<file path="config.mk">
export PLATFORM = sky130hd
export DESIGN_NAME = bws_front
export DESIGN_NICKNAME = d
export VERILOG_FILES = /design/src/rtl/core/bws_pkg.sv /design/src/rtl/core/bws_front.sv
export SDC_FILE = /design/constraint.sdc
export NUM_CORES = 1
export LEC_CHECK = 0
export BUFFER_PORTS_ARGS = -buffer_cell sky130_fd_sc_hd__buf_2
export CAP_MARGIN = 20
export CORE_MARGIN = 2
export CORE_UTILIZATION = 57
export DETAILED_ROUTE_END_ITERATION = 16
export PLACE_DENSITY = 0.87
export SETUP_SLACK_MARGIN = 0.02
export SLEW_MARGIN = 20
export SYNTH_ARGS = -nofsm -noshare
export SYNTH_HDL_FRONTEND = slang
export SYNTH_SLANG_ARGS = --single-unit
export TNS_END_PERCENT = 20
</file>
<file path="constraint.sdc">
create_clock -name clk_i -period 2.42 [get_ports clk_i]
set_clock_uncertainty 0.2 [all_clocks]
set_input_delay 0.121 -clock clk_i [delete_from_list [all_inputs] [get_ports clk_i]]
set_output_delay 0.121 -clock clk_i [all_outputs]
set_load 0.005 [all_outputs]
</file>
<file path="src/rtl/core/bws_pkg.sv">
// shared types and constants of the bilinear warp sampler
package bws_pkg;

  localparam int SRC_ROWS    = 1024;
  localparam int SRC_COLS    = 1024;
  localparam int RW          = (SRC_ROWS > 2) ? $clog2(SRC_ROWS) : 2;
  localparam int CW          = (SRC_COLS > 2) ? $clog2(SRC_COLS) : 2;
  localparam int BANK_AW     = RW - 1 + CW - 1;
  localparam int BANK_DEPTH  = 2 ** BANK_AW;
  localparam int CRD_W       = 13;
  localparam int COEF_W      = 48;
  localparam int NUM_COEF    = 8;
  localparam int CFG_IDX_W   = 4;
  localparam int UV_W        = 20;
  localparam int PT_W        = 70;
  localparam int QUEUE_DEPTH = 2;

  localparam logic [COEF_W-1:0] ONE_Q32 = 48'h0001_0000_0000;

  typedef enum logic [2:0] {
    CFG_X_UV    = 3'd0,
    CFG_X_U     = 3'd1,
    CFG_X_V     = 3'd2,
    CFG_X_CONST = 3'd3,
    CFG_Y_UV    = 3'd4,
    CFG_Y_U     = 3'd5,
    CFG_Y_V     = 3'd6,
    CFG_Y_CONST = 3'd7
  } cfg_idx_e;

  typedef enum logic {
    MODE_WRITE  = 1'b0,
    MODE_SAMPLE = 1'b1
  } mode_e;

  typedef logic [NUM_COEF-1:0][COEF_W-1:0] coef_arr_t;

  // identity mapping: x gain on u and y gain on v are one
  localparam coef_arr_t COEF_RESET = {
    {COEF_W{1'b0}}, ONE_Q32, {(4*COEF_W){1'b0}}, ONE_Q32, {COEF_W{1'b0}}
  };

  typedef struct packed {
    mode_e            mode;
    logic [9:0]       row;
    logic [9:0]       col;
    logic [7:0]       pix;
    logic [UV_W-1:0]  uv;
  } item_t;

endpackage

</file>
<file path="src/rtl/core/bws_front.sv">
// input stage: accepts items, registers them and forms u*v
module bws_front (
  input  logic           clk_i,
  input  logic           rst_ni,
  input  logic           s_axis_tvalid,
  output logic           s_axis_tready,
  input  logic [31:0]    s_axis_tdata,
  input  logic [0:0]     s_axis_tuser,
  output logic           push_valid_o,
  input  logic           push_ready_i,
  output bws_pkg::item_t push_item_o
);
  import bws_pkg::*;

  logic  vld_q, vld_d;
  item_t item_q;
  logic  accept;

  assign s_axis_tready = !vld_q || push_ready_i;
  assign accept        = s_axis_tvalid && s_axis_tready;

  always_comb begin
    vld_d = vld_q;
    if (accept) begin
      vld_d = 1'b1;
    end else if (push_ready_i) begin
      vld_d = 1'b0;
    end
  end

  always_ff @(posedge clk_i or negedge rst_ni) begin
    if (!rst_ni) begin
      vld_q <= 1'b0;
    end else begin
      vld_q <= vld_d;
    end
  end

  always_ff @(posedge clk_i) begin
    if (accept) begin
      item_q.mode <= mode_e'(s_axis_tuser[0]);
      item_q.row  <= s_axis_tdata[9:0];
      item_q.col  <= s_axis_tdata[19:10];
      item_q.pix  <= s_axis_tdata[27:20];
      item_q.uv   <= UV_W'(s_axis_tdata[19:10]) * UV_W'(s_axis_tdata[9:0]);
    end
  end

  assign push_valid_o = vld_q;
  assign push_item_o  = item_q;

endmodule

</file>
==> run summary, run 1 <==
- finished with violations — status
- negative setup slack — failing checks
- -1990 ps — post-route setup slack
- 0 — max-slew violations
- 83 — Port Buf Inserts
- 14.2 mm — total routed wirelength
- 1 — initial antenna violation count
- 4.20 mW — internal power of the cells
- 0.188 — portion of total power attributed to sequential cells
- s_axis_tdata[12] — CP startpoint
- 0 — Max Cap Viol
- 20.4 mm — first-pass GRT wire length
- 49 — Post-synth EDFFs
- 0.779 — Relative slew margins
- 2 — Longest Clk Path Bufs
- 88 — IO Count
- met4 — Highest Signal Layer
- 2 — CTS H-tree depth
- 8220 µm² — area of the core region
- 4830 µm² — cell area after technology mapping
- 32 — Distinct cells, synth
- 50 — largest net degree at the start of global routing
- 4091 — Via Count
- in -> reg — hold crit path type
- 731 — non-filler cells in the finished layout
- 5 — number of CTS-inserted buffers
- 443 — cell count after synthesis
- 39.4% — area growth from synthesis to layout
- 9220 µm² — overall die area
- 0 — Hold Vio Cnt, Final
- s_axis_tdata[19] — min-delay src
- 7.59 mm — total met2 wirelength after detailed routing
- 417 — number of filler cells placed in the layout
- 8.65 mm — placed wire-length estimate after detailed placement
- 270 — drt initial violations
- yes — RSZ-0062 raised after global routing
- push_valid_o — launching point of the worst reg2reg path
- 597 — number of nets produced by synthesis
- 5.60 — vias per cell
- 50 — total of flip-flops plus latches after synthesis
- 0.298 — GRT Overall Usage
- 6 — detailed-routing iteration count for the pre-antenna-repair pass
- -26610 ps — Post-Route Setup TNS
- 1050 nW/µm² — power density over the cells
- 310 ps — clk_lat worst skew
- 96.0 µm — vertical die dimension
- 1.03 mm — total length of routed met3 wires
- 2280 ps — data required time at the worst endpoint
- 33 — std cell rows
- 50 — number of sinks on the clock net
- 1.82 — share of the clock period used by the worst path after layout
- 19.4 µm — Avg WL per Cell
- 778 — final layout net count
- 0 — residual DRC count
- input pin — kind of launch point of the worst setup path
- 4270 ps — data arrival time at the worst-slack endpoint
- 3.28 nW — leak pwr
- 0.102 — clock share of power
- 0.310 — portion of the post-synthesis area used by sequential elements
- 0.227 GHz — maximum clock frequency
- 0.0200 — fraction of registers with async set or reset after synthesis
- 0 — count of warnings emitted by yosys
- 10.9 µm² — synthesized area per cell
- 5 — critical-path maximum fanout
- 2.85 mW — P_sw
- edfxtp_1 — prevailing post-synth register cell
- 0.334 — share of final-layout standard cells stronger than drive strength 1
- flip-flop — kind of capture point of the worst setup path
- 90 ps — clock-pin slew on the worst setup and hold paths
- 0 — GR Overflow Total
- 0.587 — starting density of the core
- 4410 ps — crit path time final
- 0 — remaining antenna violation count after routing
- 0.404 — fraction of power spent switching nets
- 0.836 mV — worst ir drop on vdd
- 0.984 — routability congestion estimate from global placement
- 16 — final setup fails
- 330 ps — transition time at the pin with the least slew margin
- in -> reg — type of the setup path with the least slack
- 0.711 — Combinational Power Share
- yes — CTS tree
- 4321 — vias in the first global route
- 4.91 mm — detailed-route wire length on metal 1
- 682 — cell count after placement
- 7.05 mW — Overall Power
- 96.0 µm — horizontal die dimension
- clkbuf_8 — buffer type at the clock tree root
-- power groups by stage --
stage	Sequential [mW]	Combinational, mW	Clock (mW)
2_1_floorplan	1.37	2.63	0
3_3_place_gp	1.34	3.97	0
3_5_place_dp	1.34	4.17	0
4_1_cts	1.32	4.61	0.717
5_1_grt	1.33	5.47	0.750
6_report	1.32	5.01	0.716
-- layout make-up --
cell class                      instances  area, µm²  share of cell area
Antenna cell                            1       2.50            0.000372
Clock buffer                            5       68.8              0.0102
Clock inverter                          3       63.8             0.00948
Inverter                               72        270              0.0402
Multi-Input combinational cell        304       3260               0.485
Sequential cell                        50       1500               0.222
Tap cell                              105        131              0.0195
Timing Repair Buffer                  191       1430               0.213
-- worst paths after layout --
path,end,slack (ps),cells after the start
max in group asynchronous,push_valid_o,1460,3
worst min-delay path,push_item_o[37],20,2
min in group asynchronous,push_valid_o,460,3
worst min register to register,push_item_o[23],850,3
worst max-delay path,push_item_o[14],-1990,18
worst max register to register,push_item_o[37],930,3
-- cell families after synthesis --
family                     after synthesis  synth area share
DFF                                     50             0.310
and+or+nand+nor                        130             0.136
xor gates and xnor gates                17            0.0308
AOI/OAI and AO/OA                       40            0.0539
adders and majority gates              117             0.400
buffers and inverters                   89            0.0692
-- cells in the final DEF (no fill, tap or decap), types with 3 or more instances in the layout --
master         instances
dlygate4sd3_1         32
nand2_1               48
nand4_1                3
and2_4                 3
xnor2_1                8
a21o_1                 5
edfxtp_1              49
buf_2                 67
xor2_1                 9
buf_6                  8
o21ai_0                4
nor2_1                 6
ha_4                  13
buf_12                 4
a21oi_2                5
a31oi_1                4
and2_1                48
clkbuf_8               5
fa_1                  59
nand2_2                7
ha_1                  42
buf_4                 79
inv_1                 70
nand3_1                4
fa_2                   3
a21oi_1                5
-- through the flow --
step	setup WS (ps)	util	cell area, µm²	hold slack, ps
floorplan	-1960	-	5010	-375
global placement	-2190	0.718	5900	-305
detailed placement	-2330	0.718	5900	-302
CTS	-1840	0.809	6640	0.379
global route	-2100	0.819	6730	4.27
finish	-1990	0.819	6730	16.8
-- synthesized netlist by cell type, types with 5 or more instances --
cell type   n  area, µm²
a21o_1      5       37.5
a21oi_1    10       50.1
a31oi_1     6       37.5
and2_1     52        325
clkbuf_1   17       63.8
edfxtp_1   49       1470
fa_1       62       1240
ha_1       55        688
inv_1      72        270
nand2_1    57        214
nor2_1      6       22.5
o21ai_0     6       30.0
xnor2_1     8       70.1
xor2_1      9       78.8
-- critical path, cell delays in order --
cell and delay (ps):
buf_2 140, and2_1 200, fa_2 400, fa_1 520
inv_1 60, fa_1 520, inv_1 60, fa_1 480
inv_1 50, fa_1 510, inv_2 60, ha_4 280
buf_4 110, nand4_1 120, o211ai_2 240, buf_4 160
a31oi_2 90, xnor2_1 140
-- routing by layer --
layer / vias to the layer above / track usage
met5: - / 0
met2: 255 / 0.553
met4: 0 / 0.154
li1: 1784 / -
met3: 61 / 0.0509
met1: 1991 / 0.323
-- flip-flops by register name, summed over array words and instances, names as in the netlist --
| name | cells |
|---|---|
| push_valid_o | 1 |
| push_item_o | 49 |
-- timing repair --
item	4_1_cts	5_1_grt
hold endpoints to repair	31	0
gates resized for setup	61	9
setup endpoints to repair	16	16
hold buffers	32	0
buffers inserted	4	4
pin swaps	37	4
No activity file was read; power rests on OpenSTA's default activity.
==> inputs of run 2 (changes only) <==
--- a/config.mk
+++ b/config.mk
@@ -10,9 +10,9 @@
 export CORE_MARGIN = 2
 export CORE_UTILIZATION = 57
 export DETAILED_ROUTE_END_ITERATION = 16
-export PLACE_DENSITY = 0.87
+export PLACE_DENSITY_LB_ADDON = 0.15
 export SETUP_SLACK_MARGIN = 0.02
-export SLEW_MARGIN = 20
+export SLEW_MARGIN = 5
 export SYNTH_ARGS = -nofsm -noshare
 export SYNTH_HDL_FRONTEND = slang
 export SYNTH_SLANG_ARGS = --single-unit
==> run summary, run 2 (synthesis gave the netlist of run 1 again) <==
- finished with violations — status
- 0 — residual DRC count
- 83 — Port Buf Inserts
- 42.4% — area growth from synthesis to layout
- 0.273 — GRT Overall Usage
- 310 ps — clk_lat worst skew
- 8220 µm² — area of the core region
- 2 — Longest Clk Path Bufs
- 33 — std cell rows
- 0.225 GHz — maximum clock frequency
- 0 — max-slew violations
- 0.098 — clock share of power
- 0 — Hold Vio Cnt, Final
- 5 — detailed-routing iteration count for the pre-antenna-repair pass
- 5 — number of CTS-inserted buffers
- 5 — critical-path maximum fanout
- 0.410 — fraction of power spent switching nets
- 3.00 mW — P_sw
- 0 — remaining antenna violation count after routing
- 4202 — vias in the first global route
- 0 — Max Cap Viol
- 840 ps — Reg2Reg Setup Slack
- clkbuf_8 — buffer type at the clock tree root
- 0.587 — starting density of the core
- 0.180 — portion of total power attributed to sequential cells
- 8.63 mm — placed wire-length estimate after detailed placement
- 81 x buf_4, 65 x buf_2, 64 x inv_1, 57 x fa_1 — highest-count cells in the layout ignoring fill and taps
- 0.722 — Combinational Power Share
- yes — RSZ-0062 raised after global routing
- -2030 ps — post-route setup slack
- 3.29 nW — leak pwr
- 88 — IO Count
- 9220 µm² — overall die area
- 13.0 mm — total routed wirelength
- yes — CTS tree
- 0.366 — share of final-layout standard cells stronger than drive strength 1
- 345 ps — transition time at the pin with the least slew margin
- 445 — number of filler cells placed in the layout
- 28 — largest net degree at the start of global routing
- -25290 ps — Post-Route Setup TNS
- in -> reg — type of the setup path with the least slack
- 2 — CTS H-tree depth
- 0.770 — Relative slew margins
- 96.0 µm — vertical die dimension
- buf_4 — most common cell after layout, fill and taps aside
- 49 — max reg flops
- flip-flop — kind of capture point of the worst setup path
- 5.43 — vias per cell
- 217 — drt initial violations
- 3984 — Via Count
- 4450 ps — crit path time final
- negative setup slack — failing checks
- 17.7 µm — Avg WL per Cell
- 7.32 mW — Overall Power
- 96.0 µm — horizontal die dimension
- 0 — initial antenna violation count
- 19.0 mm — first-pass GRT wire length
- 1060 nW/µm² — power density over the cells
- input pin — kind of launch point of the worst setup path
- 0.840 mV — worst ir drop on vdd
- in -> reg — hold crit path type
- 2280 ps — data required time at the worst endpoint
- 50 — number of sinks on the clock net
- 782 — final layout net count
- 0 — GR Overflow Total
- 4320 ps — data arrival time at the worst-slack endpoint
- 1.84 — share of the clock period used by the worst path after layout
- 16 — final setup fails
- 4.32 mW — internal power of the cells
- 0.875 — routability congestion estimate from global placement
- 0 — count of inserted antenna diode cells
- 100 ps — clock-pin slew on the worst setup and hold paths
run 2: changes by cell type in the layout (fill, tap and decap cells not counted), sizes merged:
cell / previous run / this run
diode: 1 / 0
buf: 159 / 162
clkbuf: 5 / 6
run 2: path summary, 6_finish.rpt:
| check | start | to | cells after the start |
|---|---|---|---|
| max reg2reg | push_valid_o | push_item_o[41] | 3 |
| max | s_axis_tdata[1] | push_item_o[13] | 17 |
| min in group asynchronous | rst_ni | push_valid_o | 3 |
| min | s_axis_tdata[10] | push_item_o[28] | 3 |
| max in group asynchronous | rst_ni | push_valid_o | 3 |
| min reg2reg | push_valid_o | push_item_o[11] | 3 |
run 2: metal layers:
layer	wire, µm	track usage	up-vias
met5	0	0	-
met4	578	0.123	0
met3	682	0.0431	39
met2	7000	0.502	173
met1	4730	0.308	1972
li1	-	-	1800
run 2: repair_timing:
action | 4_1_cts | 5_1_grt
pin swaps | 18 | 22
resized for setup | 61 | 34
endpoints found under the hold margin | 30 | 1
hold buffers | 31 | 1
setup endpoints to repair | 16 | 17
gates cloned | 0 | 1
buffers inserted | 5 | 4
run 2: worst max-delay path, stage by stage:
cell     delay, ps
buf_12         100
nand2_4         40
fa_1           530
inv_1           50
fa_1           500
fa_1           570
fa_1           540
inv_2           50
fa_1           520
inv_2           50
ha_4           280
nand4_1        120
a31oi_2        230
buf_4          160
o21ai_0        100
a21oi_1        230
xor2_1         110
run 2: final cells by class:
cell class	instances	area, µm²	share of cell area
clock buffer	5	68.8	0.0100
clock inverter	3	68.8	0.0100
inverter	72	270	0.0393
multi-input combinational	304	3350	0.487
sequential	50	1500	0.218
tap	105	131	0.0191
timing repair buffer	195	1490	0.217
run 2: power groups by stage:
stage	Sequential (mW)	Clock (mW)	Combinational [mW]
floorplan	1.37	0	2.63
detailed placement	1.34	0	4.20
finish	1.32	0.719	5.28
global route	1.33	0.759	5.69
CTS	1.32	0.726	4.71
global placement	1.33	0	4.04
run 2: stage by stage:
step / cells / instance area [µm²] / util / hold slack, ps / worst slack, ps
after CTS: 728 / 6670 / 0.811 / 10.2 / -1830
after global placement: 684 / 5900 / 0.718 / -304 / -2260
after detailed placement: 684 / 5900 / 0.718 / -304 / -2430
final: 734 / 6880 / 0.837 / 48.6 / -2030
after floorplan: 443 / 5010 / - / -375 / -1960
after global routing: 734 / 6880 / 0.837 / 72.1 / -2070
