$ cat src/rtl/core/bws_pkg.sv
// shared types and constants of the bilinear warp sampler
package bws_pkg;

  localparam int SRC_ROWS    = 1024;
  localparam int SRC_COLS    = 1024;
  localparam int RW          = (SRC_ROWS > 2) ? $clog2(SRC_ROWS) : 2;
  localparam int CW          = (SRC_COLS > 2) ? $clog2(SRC_COLS) : 2;
  localparam int BANK_AW     = RW - 1 + CW - 1;
  localparam int BANK_DEPTH  = 2 ** BANK_AW;
  localparam int CRD_W       = 13;
  localparam int COEF_W      = 48;
  localparam int NUM_COEF    = 8;
  localparam int CFG_IDX_W   = 4;
  localparam int UV_W        = 20;
  localparam int PT_W        = 70;
  localparam int QUEUE_DEPTH = 2;

  localparam logic [COEF_W-1:0] ONE_Q32 = 48'h0001_0000_0000;

  typedef enum logic [2:0] {
    CFG_X_UV    = 3'd0,
    CFG_X_U     = 3'd1,
    CFG_X_V     = 3'd2,
    CFG_X_CONST = 3'd3,
    CFG_Y_UV    = 3'd4,
    CFG_Y_U     = 3'd5,
    CFG_Y_V     = 3'd6,
    CFG_Y_CONST = 3'd7
  } cfg_idx_e;

  typedef enum logic {
    MODE_WRITE  = 1'b0,
    MODE_SAMPLE = 1'b1
  } mode_e;

  typedef logic [NUM_COEF-1:0][COEF_W-1:0] coef_arr_t;

  // identity mapping: x gain on u and y gain on v are one
  localparam coef_arr_t COEF_RESET = {
    {COEF_W{1'b0}}, ONE_Q32, {(4*COEF_W){1'b0}}, ONE_Q32, {COEF_W{1'b0}}
  };

  typedef struct packed {
    mode_e            mode;
    logic [9:0]       row;
    logic [9:0]       col;
    logic [7:0]       pix;
    logic [UV_W-1:0]  uv;
  } item_t;

endpackage

$ cat src/rtl/core/bws_queue.sv
// short fifo between front and back
module bws_queue (
  input  logic           clk_i,
  input  logic           rst_ni,
  input  logic           in_valid_i,
  output logic           in_ready_o,
  input  bws_pkg::item_t in_item_i,
  output logic           out_valid_o,
  input  logic           out_ready_i,
  output bws_pkg::item_t out_item_o
);
  import bws_pkg::*;

  localparam int PW = (QUEUE_DEPTH > 1) ? $clog2(QUEUE_DEPTH) : 1;
  localparam int NW = $clog2(QUEUE_DEPTH + 1);

  item_t         mem_q [QUEUE_DEPTH];
  logic [PW-1:0] wp_q, rp_q;
  logic [NW-1:0] cnt_q;
  logic          push, pop;

  assign in_ready_o  = cnt_q != NW'(QUEUE_DEPTH);
  assign out_valid_o = cnt_q != '0;
  assign push        = in_valid_i && in_ready_o;
  assign pop         = out_valid_o && out_ready_i;
  assign out_item_o  = mem_q[rp_q];

  always_ff @(posedge clk_i or negedge rst_ni) begin
    if (!rst_ni) begin
      wp_q  <= '0;
      rp_q  <= '0;
      cnt_q <= '0;
    end else begin
      if (push) begin
        wp_q <= (wp_q == PW'(QUEUE_DEPTH - 1)) ? '0 : wp_q + 1'b1;
      end
      if (pop) begin
        rp_q <= (rp_q == PW'(QUEUE_DEPTH - 1)) ? '0 : rp_q + 1'b1;
      end
      cnt_q <= cnt_q + NW'(push) - NW'(pop);
    end
  end

  always_ff @(posedge clk_i) begin
    if (push) begin
      mem_q[wp_q] <= in_item_i;
    end
  end

`ifndef SYNTHESIS
  a_cnt_bound: assert property (@(posedge clk_i) disable iff (!rst_ni)
    cnt_q <= NW'(QUEUE_DEPTH)) else $error("queue count overflow");
  a_push_kept: assert property (@(posedge clk_i) disable iff (!rst_ni)
    push && !pop |=> out_valid_o) else $error("pushed entry lost");
`endif

endmodule

$ cat config.mk
export PLATFORM = sky130hd
export DESIGN_NAME = bws_queue
export DESIGN_NICKNAME = d
export VERILOG_FILES = /design/src/rtl/core/bws_pkg.sv /design/src/rtl/core/bws_queue.sv
export SDC_FILE = /design/constraint.sdc
export NUM_CORES = 1
export LEC_CHECK = 0
export BUFFER_PORTS_ARGS = -buffer_cell sky130_fd_sc_hd__buf_4
export CORE_MARGIN = 10
export CORE_UTILIZATION = 55
export DETAILED_ROUTE_END_ITERATION = 10
export MAX_ROUTING_LAYER = met4
export PLACE_DENSITY_LB_ADDON = 0.3
export SLEW_MARGIN = 20
export SYNTH_ARGS = -nofsm -noshare
export SYNTH_HDL_FRONTEND = slang
export SYNTH_SLANG_ARGS = --single-unit
$ cat constraint.sdc
create_clock -name clk_i -period 4.8 [get_ports clk_i]
set_clock_uncertainty 0.05 [all_clocks]
set_input_delay 0.48 -clock clk_i [delete_from_list [all_inputs] [get_ports clk_i]]
set_output_delay 0.48 -clock clk_i [all_outputs]
set_load 0.02 [all_outputs]
==> metrics.yaml, run 1 <==
outcome: "finished, final reports clean"
hp-class: "input pin to flip-flop"
synth_cells: 175
ff2ff_path_depth: 4
grt_setup_unrepaired: "false"
grt_pass1_wl_um: 10900
max_slew.worst_pin.slew_ns: 0.730
dpl.hpwl_um: 4800
tns_ns: 0
initial_core_util: 0.562
r2r-end: "mem_q[0][7]"
drv_cap: 0
routedWlPerCell_um: 19.4
startpoint: "rp_q"
ant_nets: 0
fmax_ghz: 0.424
path_max_fanout: 50
dpl_worst_slack_ns: 2.53
first_pass_iters: 4
p_per_area_nw_per_um2: 618
post_cts_buffers: 0
die_y_um: 103
syn_avg_cell_area_um2: 21.6
fp.dieW_um: 103
worstPathArrival_ns: 1.83
setup.worst_path.end: "out_item_o[44]"
die-area_um2: 10600
wl_um: 7180
clk_path_buf_depth: 2
p_leak_nw: 1.82
route.detailed.drc: 0
numCtsBuffers: 9
yosysTopAreaCellShare: 0.780
synth_cell_types: 19
seq_area_frac_synth: 0.806
mostFrequentLayoutCells: "buf_4 (104), edfxtp_1 (98), mux2_2 (45), clkbuf_8 (9), mux2_1 (4)"
worstSetupPathType: "flip-flop to output pin"
clk_pin_slew_worst_paths_ns: 0.09
layout_commonest_cell: "buf_4"
dr_total_vias: 1939
worst_setup_path_start_kind: "flip-flop"
antenna_found_initial: 0
core_um2: 6720
clockRootBuffer: "clkbuf_8"
r2r_slack_ns: 2.57
grt_max_degree: 51
yosys_warnings: 0
clk_latency_ns: 0.35
cts_resized: 0
syn-num-nets: 229
cp-end-kind: "output pin"
drv_slew: 0
vias_per_cell: 5.24
grt_pass1_vias: 2076
setup_viol: 0
ios: 104
layout-drive-gt1-share: 0.576
clock_sinks: 102
htree_num_levels: 3
rows: 30
ys_ff_latch: 102
cts_tree: "done"
power.total_mw: 3.00
required_ns: 4.27
postLayoutSetupSlackWorst_ns: 2.44
r2r-start: "cnt_q[0]"
finalHoldViolCount: 0
io_buffers: 103
hold_start: "in_item_i[29]"
gp_congestion: 0.666
area_growth_pct: 28.7
synth_top_area_cell: "edfxtp_1"
ir_worst_vdd_mv: 0.386
place_area_um2: 4610
fin_nets: 339
fin_crit_sh: 0.491
synth_area_leaders: "edfxtp_1 (78%), mux2_2 (13%), dfrtp_1 (2.7%)"
drtIter0Drc: 82
synthesis.area_um2: 3770
maxSlewHeadroom: 0.512
grtUsageTotal: 0.141
diodes: 0
fin_crit_ns: 2.36
overflow: 0
final_area_um2: 4860
logic make-up after synthesis:
logic type / Yosys count / synth area share
flip-flops: 102 / 0.806
buffers and inverters: 6 / 0.0162
AND/OR/NAND/NOR: 10 / 0.0129
AO/OA/AOI/OAI: 4 / 0.00829
multiplexers: 49 / 0.146
adder cells (fa/ha/maj): 1 / 0.00331
XOR/XNOR: 3 / 0.00696
where the power goes:
part,switching (mW),leakage (nW),total [mW],internal (mW)
combinational,0.535,0.747,1.02,0.487
clock,0.277,0.114,0.623,0.346
sequential,0.138,0.958,1.36,1.22
synth_stat cells:
library cell / instances
ha_1: 1
nor2_1: 3
xnor2_1: 3
nand2_1: 2
or2_2: 1
edfxtp_1: 98
nand2b_1: 1
buf_2: 1
and3_1: 1
a21bo_1: 1
o21ai_0: 1
mux2_2: 45
nor2b_1: 1
a211oi_1: 1
mux2_1: 4
a32oi_1: 1
buf_6: 5
dfrtp_1: 4
nand3_1: 1
metal layers:
| layer | global-route usage | wire length, µm | vias up |
|---|---|---|---|
| li1 | - | - | 905 |
| met2 | 0.226 | 3650 | 77 |
| met3 | 0.0442 | 526 | 11 |
| met5 | - | 0 | - |
| met4 | 0.0545 | 68 | 0 |
| met1 | 0.164 | 2930 | 946 |
metrics by stage:
| step | hold slack (ns) | utilization | cells |
|---|---|---|---|
| after detailed placement | 0.230 | 0.686 | 353 |
| after global placement | 0.234 | 0.685 | 353 |
| final | 0.254 | 0.723 | 370 |
| after CTS | 0.236 | 0.723 | 370 |
| after floorplan | 0.134 | - | 175 |
| after global routing | 0.234 | 0.723 | 370 |
timing repair:
item	CTS	global route
hold buffers	1	0
endpoints found under the hold margin	4	0
setup endpoints to repair	0	0
area by class of cell:
class                           count  area [µm²]
Tap cell                           80         100
Sequential cell                   102        3050
Clock buffer                       10         128
Clock inverter                      6         110
Fill cell                         443        1860
Multi-Input combinational cell     67         683
Timing Repair Buffer              105         791
sequential cells by signal, summed over array words and instances (netlist names):
register  flops
mem_q        98
wp_q          1
rp_q          1
cnt_q         2
critical path: stages (launching register included):
cell and delay (ns):
dfrtp_4 0.88, mux2_2 0.42, buf_4 0.16
worst min-delay path by stage:
stage / to / slack, ns / depth (start not counted)
final: mem_q[0][29] / 0.25 / 1
after global routing: mem_q[0][40] / 0.23 / 1
after CTS: mem_q[1][29] / 0.24 / 1
after detailed placement: cnt_q[1] / 0.23 / 1
after global placement: cnt_q[0] / 0.23 / 1
after floorplan: cnt_q[0] / 0.13 / 0
Power figures use the tool's default switching activity.
==> inputs of run 2 (changes only) <==
--- a/config.mk
+++ b/config.mk
@@ -5,9 +5,10 @@
 export SDC_FILE = /design/constraint.sdc
 export NUM_CORES = 1
 export LEC_CHECK = 0
+export ABC_AREA = 1
 export BUFFER_PORTS_ARGS = -buffer_cell sky130_fd_sc_hd__buf_4
 export CORE_MARGIN = 10
-export CORE_UTILIZATION = 55
+export CORE_UTILIZATION = 52
 export DETAILED_ROUTE_END_ITERATION = 10
 export MAX_ROUTING_LAYER = met4
 export PLACE_DENSITY_LB_ADDON = 0.3
==> constraint.sdc (replaced) <==
create_clock -name clk_i -period 2.45 [get_ports clk_i]
set_clock_uncertainty 0.05 [all_clocks]
set_input_delay 0.245 -clock clk_i [delete_from_list [all_inputs] [get_ports clk_i]]
set_output_delay 0.245 -clock clk_i [all_outputs]
set_load 0.02 [all_outputs]
==> metrics.yaml, run 2 <==
ys.flop_type: "edfxtp_1"
cp-end-kind: "output pin"
clock_power_share: 0.184  # -0.024
hp-class: "input pin to flip-flop"
syn-num-nets: 342  # +49%
synth_cell_types: 17  # -2
routedWlPerCell_um: 15.4  # -21%
overflow: 0  # unchanged
numCtsBuffers: 9  # unchanged
largest-register: "mem_q"
mostFrequentLayoutCells: "nand2_1 (154), buf_4 (106), edfxtp_1 (98), dlygate4sd3_1 (15), clkbuf_8 (9)"
cpPeakStageDelay_ns: 0.55  # -0.33 ns
clk_latency_ns: 0.35  # about the same
core_um2: 7210  # +7.4%
layout_commonest_cell: "nand2_1"
required_ns: 2.15  # -2.12 ns
dpl.hpwl_um: 5360  # +12%
worstSetupPathType: "flip-flop to output pin"
whs_path_depth: 1  # unchanged
synth_area_leaders: "edfxtp_1 (77%), nand2_1 (15%), dfrtp_1 (2.6%)"
synth_top_area_cell: "edfxtp_1"
first_pass_iters: 6  # +2
route.detailed.drc: 0  # unchanged
dpl_worst_slack_ns: 0.767  # -1.76 ns
drv_cap: 0  # unchanged
cts_resized: 0  # unchanged
grt_pass1_vias: 2610  # +26%
gp_congestion: 0.735  # +10%
worstPathArrival_ns: 1.71  # -0.12 ns
r2r-end: "mem_q[1][44]"
p_leak_nw: 2.17  # +19%
p_per_area_nw_per_um2: 1210  # +96%
clock_sinks: 102  # unchanged
seq_area_frac_synth: 0.796  # -0.0103
crit_chain: "inv_4, nand2_1, nand2_1, buf_4"
internal-power_mw: 3.85  # +88%
hold_start: "in_item_i[34]"
fin_crit_sh: 0.817
grt_max_degree: 51  # unchanged
io_buffers: 103  # unchanged
fin_crit_ns: 2.00
synth_edf_count: 98  # unchanged
largest_reg_flops: 98  # unchanged
slowest_stage: "dfrtp_2"
hold_buffers: 2  # +1
ff2ff_path_depth: 5  # +1
initial_core_util: 0.530  # -0.0318
clockRootBuffer: "clkbuf_8"
vias_per_cell: 4.73  # -9.8%
ant_nets: 0  # unchanged
drv_slew: 0  # unchanged
finalHoldViolCount: 0  # unchanged
wl_um: 7910  # +10%
cts_tree: "done"
die_y_um: 106  # +2.8%
synth_cells: 288  # +65%
biggestRegsByFlops: "mem_q x98, cnt_q x2"
area_growth_pct: 32.1
syn_avg_cell_area_um2: 13.3  # -38%
pwr-share-comb: 0.403  # +0.063
tns_ns: 0  # unchanged
yosysMostFrequentCell: "nand2_1"
final_area_um2: 5050  # +3.9%
rows: 31  # +3.3%
r2r-start: "cnt_q[0]"
clk_path_buf_depth: 2  # unchanged
outcome: "finished, final reports clean"
power.switching_mw: 2.27  # +140%
htree_num_levels: 3  # unchanged
diodes: 0  # unchanged
yosysTopAreaCellShare: 0.770  # -0.00995
crit_top_cell: "nand2_1"
ir_worst_vdd_mv: 0.721  # +87%
place_area_um2: 4690  # +1.7%
path_max_fanout: 50  # unchanged
grtUsageTotal: 0.144  # +0.00267
max_slew.worst_pin.slew_ns: 0.509  # -0.221 ns
yosys_warnings: 0  # unchanged
post_cts_buffers: 0  # unchanged
min_to: "mem_q[1][34]"
fmax_ghz: 0.499
die-area_um2: 11200  # +5.7%
switching_share: 0.371  # +0.0545
drtIter0Drc: 112  # +37%
layout-drive-gt1-share: 0.306  # -0.270
fp.dieW_um: 106  # +2.8%
nFillCells: 509  # +15%
grt_setup_unrepaired: "false"
setup_viol: 0  # unchanged
synthesis.area_um2: 3820  # +1.3%
seq_power_share: 0.414  # -0.038
ios: 104  # unchanged
ys_ff_latch: 102  # unchanged
postLayoutSetupSlackWorst_ns: 0.447  # -2.00 ns
worst_setup_path_start_kind: "flip-flop"
antenna_found_initial: 0  # unchanged
maxSlewHeadroom: 0.661  # +0.149
async_flop_share: 0.0392  # unchanged
grt_pass1_wl_um: 12400  # +14%
dr_total_vias: 2429  # +25%
clk_pin_slew_worst_paths_ns: 0.10  # about the same
hold_ws_ns: 0.0136  # -0.240 ns
r2r_slack_ns: 0.77  # -1.80 ns
synth_top_cells_by_count: "nand2_1 (154), edfxtp_1 (98), inv_1 (7)"
fin_nets: 464  # +37%
==> run 2: changes by cell type after synthesis, sizes merged, moves of 2 or more <==
| cell | previous run | this run |
|---|---|---|
| buf | 6 | 11 |
| xnor2 | 3 | 0 |
| inv | 0 | 8 |
| mux2 | 49 | 0 |
| nand2 | 2 | 156 |
| nor2 | 3 | 5 |
==> run 2: power groups by stage <==
| stage | registers [mW] | logic, mW | clock network (mW) |
|---|---|---|---|
| final | 2.53 | 2.46 | 1.12 |
| after floorplan | 2.51 | 1.54 | 0 |
| after global routing | 2.57 | 2.70 | 1.21 |
| after CTS | 2.54 | 2.50 | 1.14 |
| after detailed placement | 2.57 | 2.49 | 0 |
| after global placement | 2.55 | 2.45 | 0 |
==> run 2: logic make-up after synthesis <==
kind of cell    Yosys count  share of synthesized area
buf+inv                  19                     0.0321
flops                   102                      0.796
simple gates            163                      0.164
xor+xnor                  1                    0.00229
fa+ha+maj                 1                    0.00327
compound gates            2                    0.00262
==> run 2: stage by stage <==
| stage | power, mW | std cells | util |
|---|---|---|---|
| finish | 6.12 | 514 | 0.700 |
| global route | 6.48 | 514 | 0.700 |
| CTS | 6.17 | 501 | 0.682 |
| detailed placement | 5.07 | 483 | 0.650 |
| global placement | 5.01 | 483 | 0.650 |
| floorplan | 4.06 | 288 | - |
==> run 2: cell type report <==
| class | instances | area (µm²) | share of cell area |
|---|---|---|---|
| clock buffers | 10 | 128 | 0.0253 |
| well taps | 99 | 124 | 0.0245 |
| inverters | 8 | 32.5 | 0.00644 |
| clock inverters | 6 | 85.1 | 0.0168 |
| repair buffers | 122 | 966 | 0.191 |
| flip-flops and latches | 102 | 3040 | 0.603 |
| multi-input cells | 167 | 671 | 0.133 |
==> run 2: metal layers <==
layer	vias up	global-route usage	share of wire
li1	1199	-	-
met1	1156	0.141	0.39
met2	65	0.259	0.54
met3	9	0.0432	0.052
met4	0	0.0590	0.011
met5	-	-	0
==> run 2: worst max-delay path by stage <==
stage,start,slack (ns),end,cells after the start
after floorplan,cnt_q[1],0.02,mem_q[1][0],3
after global placement,cnt_q[1],0.83,mem_q[1][28],4
after detailed placement,cnt_q[1],0.77,mem_q[1][28],4
after CTS,rp_q,0.42,out_item_o[6],4
after global routing,rp_q,0.28,out_item_o[21],4
final,rp_q,0.45,out_item_o[6],4
==> run 2: critical path: cells and delay by family, from the launching register on <==
kind	cells	cell delay, ns
AND/OR/NAND/NOR	2	0.21
flip-flops	1	0.55
buffers and inverters	2	0.56
